`src/design/cheb_pkg.sv`:
```
`default_nettype none

package cheb_pkg;

  localparam int Q_W           = 32;
  localparam int ACC_W         = 64;
  localparam int MAX_TERMS     = 6;
  localparam int NUM_TERMS_DEF = 6;
  localparam int FRAC_BITS_DEF = 16;
  localparam int CFG_IDX_W     = 3;

  typedef logic signed [Q_W-1:0]   q_t;
  typedef logic signed [ACC_W-1:0] acc_t;

  localparam acc_t Q_MAX_W = 64'sh0000_0000_7FFF_FFFF;
  localparam acc_t Q_MIN_W = 64'shFFFF_FFFF_8000_0000;

  typedef enum logic [CFG_IDX_W-1:0] {
    REG_SCALE  = 3'd0,
    REG_OFFSET = 3'd1,
    REG_COEF_0 = 3'd2,
    REG_COEF_1 = 3'd3,
    REG_COEF_2 = 3'd4,
    REG_COEF_3 = 3'd5,
    REG_COEF_4 = 3'd6,
    REG_COEF_5 = 3'd7
  } cfg_reg_e;

  typedef struct packed {
    q_t   t;
    q_t   tm1;
    q_t   tm2;
    acc_t acc;
    logic sat;
  } cheb_item_t;

  typedef struct packed {
    logic hit;
    q_t   val;
  } sat_t;

  // Arithmetic right shift with rounding to nearest, halves toward plus infinity.
  function automatic acc_t shr_round(acc_t v, int unsigned s);
    acc_t bias;
    bias = acc_t'(1) <<< (s - 1);
    return (v + bias) >>> s;
  endfunction

  function automatic sat_t sat32(acc_t v);
    sat_t r;
    if (v > Q_MAX_W) begin
      r.hit = 1'b1;
      r.val = {1'b0, {(Q_W-1){1'b1}}};
    end else if (v < Q_MIN_W) begin
      r.hit = 1'b1;
      r.val = {1'b1, {(Q_W-1){1'b0}}};
    end else begin
      r.hit = 1'b0;
      r.val = q_t'(v);
    end
    return r;
  endfunction

endpackage

`default_nettype wire

```
`src/design/cheb_front.sv`:
```
`default_nettype none

module cheb_front import cheb_pkg::*; #(
  parameter int FRAC_BITS = FRAC_BITS_DEF
) (
  input  wire logic       clk,
  input  wire logic       rst,
  input  wire logic       adv,
  input  wire logic       valid_in,
  input  wire q_t         sample,
  input  wire q_t         scale,
  input  wire q_t         offset,
  input  wire q_t         coef0,
  output      logic       valid_out,
  output      cheb_item_t item_out
);

  localparam q_t ONE = q_t'(64'sd1 <<< FRAC_BITS);

  logic       prod_valid;
  acc_t       prod;
  sat_t       t_sat;
  cheb_item_t item_next;

  always_ff @(posedge clk) begin
    if (rst) begin
      prod_valid <= 1'b0;
      valid_out  <= 1'b0;
    end else if (adv) begin
      prod_valid <= valid_in;
      valid_out  <= prod_valid;
    end
  end

  always_ff @(posedge clk) begin
    if (adv) begin
      prod     <= acc_t'(sample) * acc_t'(scale);
      item_out <= item_next;
    end
  end

  always_comb begin
    t_sat          = sat32(shr_round(prod, FRAC_BITS) - acc_t'(offset));
    item_next.t    = t_sat.val;
    item_next.tm1  = t_sat.val;
    item_next.tm2  = ONE;
    item_next.acc  = acc_t'(coef0);
    item_next.sat  = t_sat.hit;
  end

endmodule

`default_nettype wire

```
`config.mk`:
```
export PLATFORM = sky130hd
export DESIGN_NAME = cheb_front
export DESIGN_NICKNAME = d
export VERILOG_FILES = /design/src/design/cheb_pkg.sv /design/src/design/cheb_front.sv
export SDC_FILE = /design/constraint.sdc
export NUM_CORES = 2
export LEC_CHECK = 0
export ABC_AREA = 0
export ABC_CLOCK_PERIOD_IN_PS = 11700
export BUFFER_PORTS_ARGS = -buffer_cell sky130_fd_sc_hd__buf_2
export CORE_MARGIN = 5
export CORE_UTILIZATION = 30
export CTS_CLUSTER_DIAMETER = 100
export DETAILED_ROUTE_END_ITERATION = 8
export GPL_TIMING_DRIVEN = 0
export PLACE_DENSITY = 0.44
export SYNTH_ARGS = -nofsm -noshare
export SYNTH_HDL_FRONTEND = slang
export SYNTH_SLANG_ARGS = --single-unit
```
`constraint.sdc`:
```
create_clock -name clk -period 11.7 [get_ports clk]
set_clock_uncertainty 0.1 [all_clocks]
set_input_delay 2.925 -clock clk [delete_from_list [all_inputs] [get_ports clk]]
set_output_delay 2.925 -clock clk [all_outputs]
set_load 0.1 [all_outputs]
```
# After elaboration in Yosys (flattened, before gate mapping)
# Index checks and enable logic that the tools add are counted.
# W data, S select, Z words.
# word_totals
elab_cells,12
inputBits,132
output_inout_bits,162
regBits,131
# classes
magnitude_cmp,2
n_mul,1
muxes,1
add_sub_neg,2
# ops
operator,count
$add A64 B17 Y64 const B,1
$mul A32 B32 Y64,1
$gt A49 B32 Y1 const B,1
$lt A49 B32 Y1 const B,1
$sub A48 B32 Y49,1
$mux W33,1

# Depth between registers and ports, before layout
# depth
depth_word,4
depth_mapped,29
mapped_depth_nobuf,28

# Least setup slack after synthesis
# Ideal clock, no wire load.
# synth_path
kind,input port to flip-flop
startpoint,input scale[2]
endpoint,"register prod[63], data pin"
n_path_buf,1
path_slack_ns,1.237
setup_time_ns,0.264
arrival_time_ns,10.100
stages,22
required_ns,11.336
cell_sequence,clkbuf_1 nand2_1 inv_1 fa_1 fa_1 fa_1 fa_1 inv_1 fa_1 inv_1 fa_1 fa_1 fa_1 ha_1 o211ai_1 nor2_1 nor4b_1 nor3_1 o211ai_1 a221o_1 a221oi_1 xnor2_1
# synth_via
elab_chain_len,1
# synth_lines
element,line_no,text
"start, declared",cheb_front.sv:11,"input wire q_t scale,"
$mul A32 B32 Y64,cheb_front.sv:37,prod <= acc_t'(sample) * acc_t'(scale);
"end signal, assigned",cheb_front.sv:37,
"end, declared",cheb_front.sv:21,acc_t prod;
# No other way between the ends.
# A chain may end at the register's enable or synchronous reset.

# Worst setup path after layout
# layout_path
startpoint,input scale[13]
endpoint,"register prod[63], data pin"
# The elaborated chain is that of the path after synthesis.

==> summary.txt <==
CTS tree = done
CTS Buffer Depth = 3
vias in the first global route = 35400
CTS clk-pin slew, worst paths = 0.05 ns
# nets final = 6391
register area share after synthesis = 7.90%
RSZ-0062 raised after global routing = true
hold_buf cts = 0
Seq cells post-synth = 116
first-pass GRT wire length = 248000 µm
Top FF cell, synth = edfxtp_1
CTS Buf Count = 25
worst-path fanout max = 10
MaxCap Viol Count = 0
GRT Util Overall = 22.5%
crit path kind = primary input to register
synthesized area per cell = 9.48 µm²
Arr. time, crit path = 11.54 ns
Tmin final = 11.43 ns
die height = 392 µm
Starting DRT DRC Count = 2317
final hold violation count = 0
Hold Path Class = register to register
Core Footprint = 146000 µm²
FMAX = 0.0875 GHz
yosys warns = 0
residual DRC count = 0
H-tree lvl count = 4
cells after synthesis = 4629
final wirelength = 171000 µm
post-synth top area share = 49.4%
CP most frequent cell = fa_1
routability cong. = 0.961
buffers added on ports = 261
Area Growth Syn to Fin = 10.6%
WL per Instance = 24.9 µm
Die Area = 154000 µm²
gr ovfl total = 0
Synth cell types = 78
Critical Path Start Type = primary input
register area = 3460 µm²
Final setup viols = 0
post-synth top area cell = fa_1
Final Max Slew Viols = 0
Antenna Nets Post-Route = 0
nature of the critical path endpoint = register
Slew @ Worst Pin = 1.48 ns
Post-Synthesis Cell Area = 43900 µm²
CP required = 11.81 ns
Num Clock Sinks = 116
Async SR Flop Fraction = 0%
Fill cells = 15300
Die W = 392 µm
vias per inst = 4.74
root buffer cell = clkbuf_16
Post-synth EDFFs = 114
Std-Cell Rows = 140
Top Ports = 294
initial antenna violation count = 17
Worst path max stage delay = 0.86 ns
fin crit share = 97.7%
Post-DP HPWL = 144000 µm
largest net degree at the start of global routing = 101
First-pass DRT Iterations = 5
Skew-Pair Late Insertion Delay = 0.49 ns
CP max-delay cell = clkbuf_1
top cells by area, synth = fa_1, inv_1, edfxtp_1
Multi-input gate area = 35200 µm²
status = completed
Fin Hold WS = 0.408 ns
via count = 32600
ratio of cells with drive above 1 in the final layout = 9.97%
final core occ = 33.3%
Initial Utilization = 30.1%
max_slew headroom = 1.03%
==> Yosys cell counts, drive strengths merged, types with 4 or more instances <==
cell and n:
nand4 31, or2 4, ha 229, nor2b 15, a21oi 105, nand3 44, and3 17, a311oi 4
o21a 15, inv 995, a21o 26, nor3 35, a211oi 13, xor2 45, a21boi 4, a221oi 5
a31oi 8, o21ai 93, o21bai 10, and2 521, clkbuf 208, nand2b 22, or3 6, o211ai 11
xnor2 99, nor2 111, and4 7, edfxtp 114, a211o 11, nand2 575, fa 1082, buf 106
o31ai 8
==> cells in the final DEF (no fill, tap or decap), types with 44 or more instances in the layout <==
| cell type | count |
|---|---|
| nand3_1 | 44 |
| o21ai_0 | 58 |
| edfxtp_1 | 114 |
| clkbuf_2 | 56 |
| buf_2 | 265 |
| fa_1 | 1080 |
| nand2_1 | 575 |
| and2_1 | 520 |
| buf_4 | 97 |
| a21oi_1 | 102 |
| nor2_1 | 111 |
| clkbuf_1 | 150 |
| inv_1 | 995 |
| xnor2_1 | 99 |
| xor2_1 | 45 |
| ha_1 | 229 |
==> state kept, by name (all words and copies together) (netlist names) <==
register	count
item_out	65
prod	49
prod_valid	1
valid_out	1
==> area by class of cell <==
| cell class | count | share of cell area, % |
|---|---|---|
| Buffer | 314 | 3.42 |
| Clock buffer | 26 | 1.30 |
| Clock inverter | 7 | 0.0670 |
| Sequential cell | 116 | 7.14 |
| Tap cell | 1917 | 4.94 |
| Multi-Input combinational cell | 3233 | 72.6 |
| Timing Repair Buffer | 262 | 2.76 |
| Antenna cell | 14 | 0.0722 |
| Inverter | 996 | 7.71 |
==> repair_timing <==
item / 4_1_cts / 5_1_grt
buffers inserted: 0 / 0
hold endpoints to repair: 0 / 0
gates resized for setup: 34 / 76
endpoints found under the setup margin: 11 / 9
pin swaps: 0 / 0
==> metal layers <==
layer | global-route usage, % | part of all wire, %
met5 | 0 | 0.027
met4 | 8.19 | 4.3
met3 | 4.22 | 8.1
met2 | 36.6 | 45
met1 | 30.0 | 42
==> critical path: cells and delay by family <==
family	cells	cell delay, ns
compound gates	9	2.43
fa+ha+maj	9	4.27
simple gates	2	0.55
xor+xnor	1	0.13
buf+inv	4	1.21
==> logic make-up after synthesis <==
family	count (synthesis)	synth area share, %
AND/OR/NAND/NOR	1402	16.0
adder cells (fa/ha/maj)	1311	55.9
buffers and inverters	1310	12.1
AO/OA/AOI/OAI	341	5.15
XOR/XNOR	144	2.88
flip-flops	116	7.90
multiplexers	3	0.0685
other	2	0.0171
==> through the flow <==
stage	instances	worst slack, ns	cell area, µm²	TNS (ns)
floorplan	4659	1.24	44000	0
global placement	6837	-1.23	47700	-11.82
detailed placement	6838	-1.22	47700	-11.45
CTS	6871	0.0188	48400	0
global route	6874	-0.00614	48500	-0.00830
finish	6885	0.274	48500	0
==> path summary, 6_finish.rpt <==
check | start | end | slack [ns] | depth (start not counted)
worst max register to register | prod[15] | item_out[114] | 5.09 | 24
worst max-delay path | scale[13] | prod[63] | 0.27 | 25
worst min-delay path | prod_valid | prod_valid | 0.41 | 2
worst min register to register | prod_valid | prod_valid | 0.41 | 2
Power is left out: the tool's default activity adds up to more than one toggle a clock period on the data nets, which glitch-free logic cannot reach.
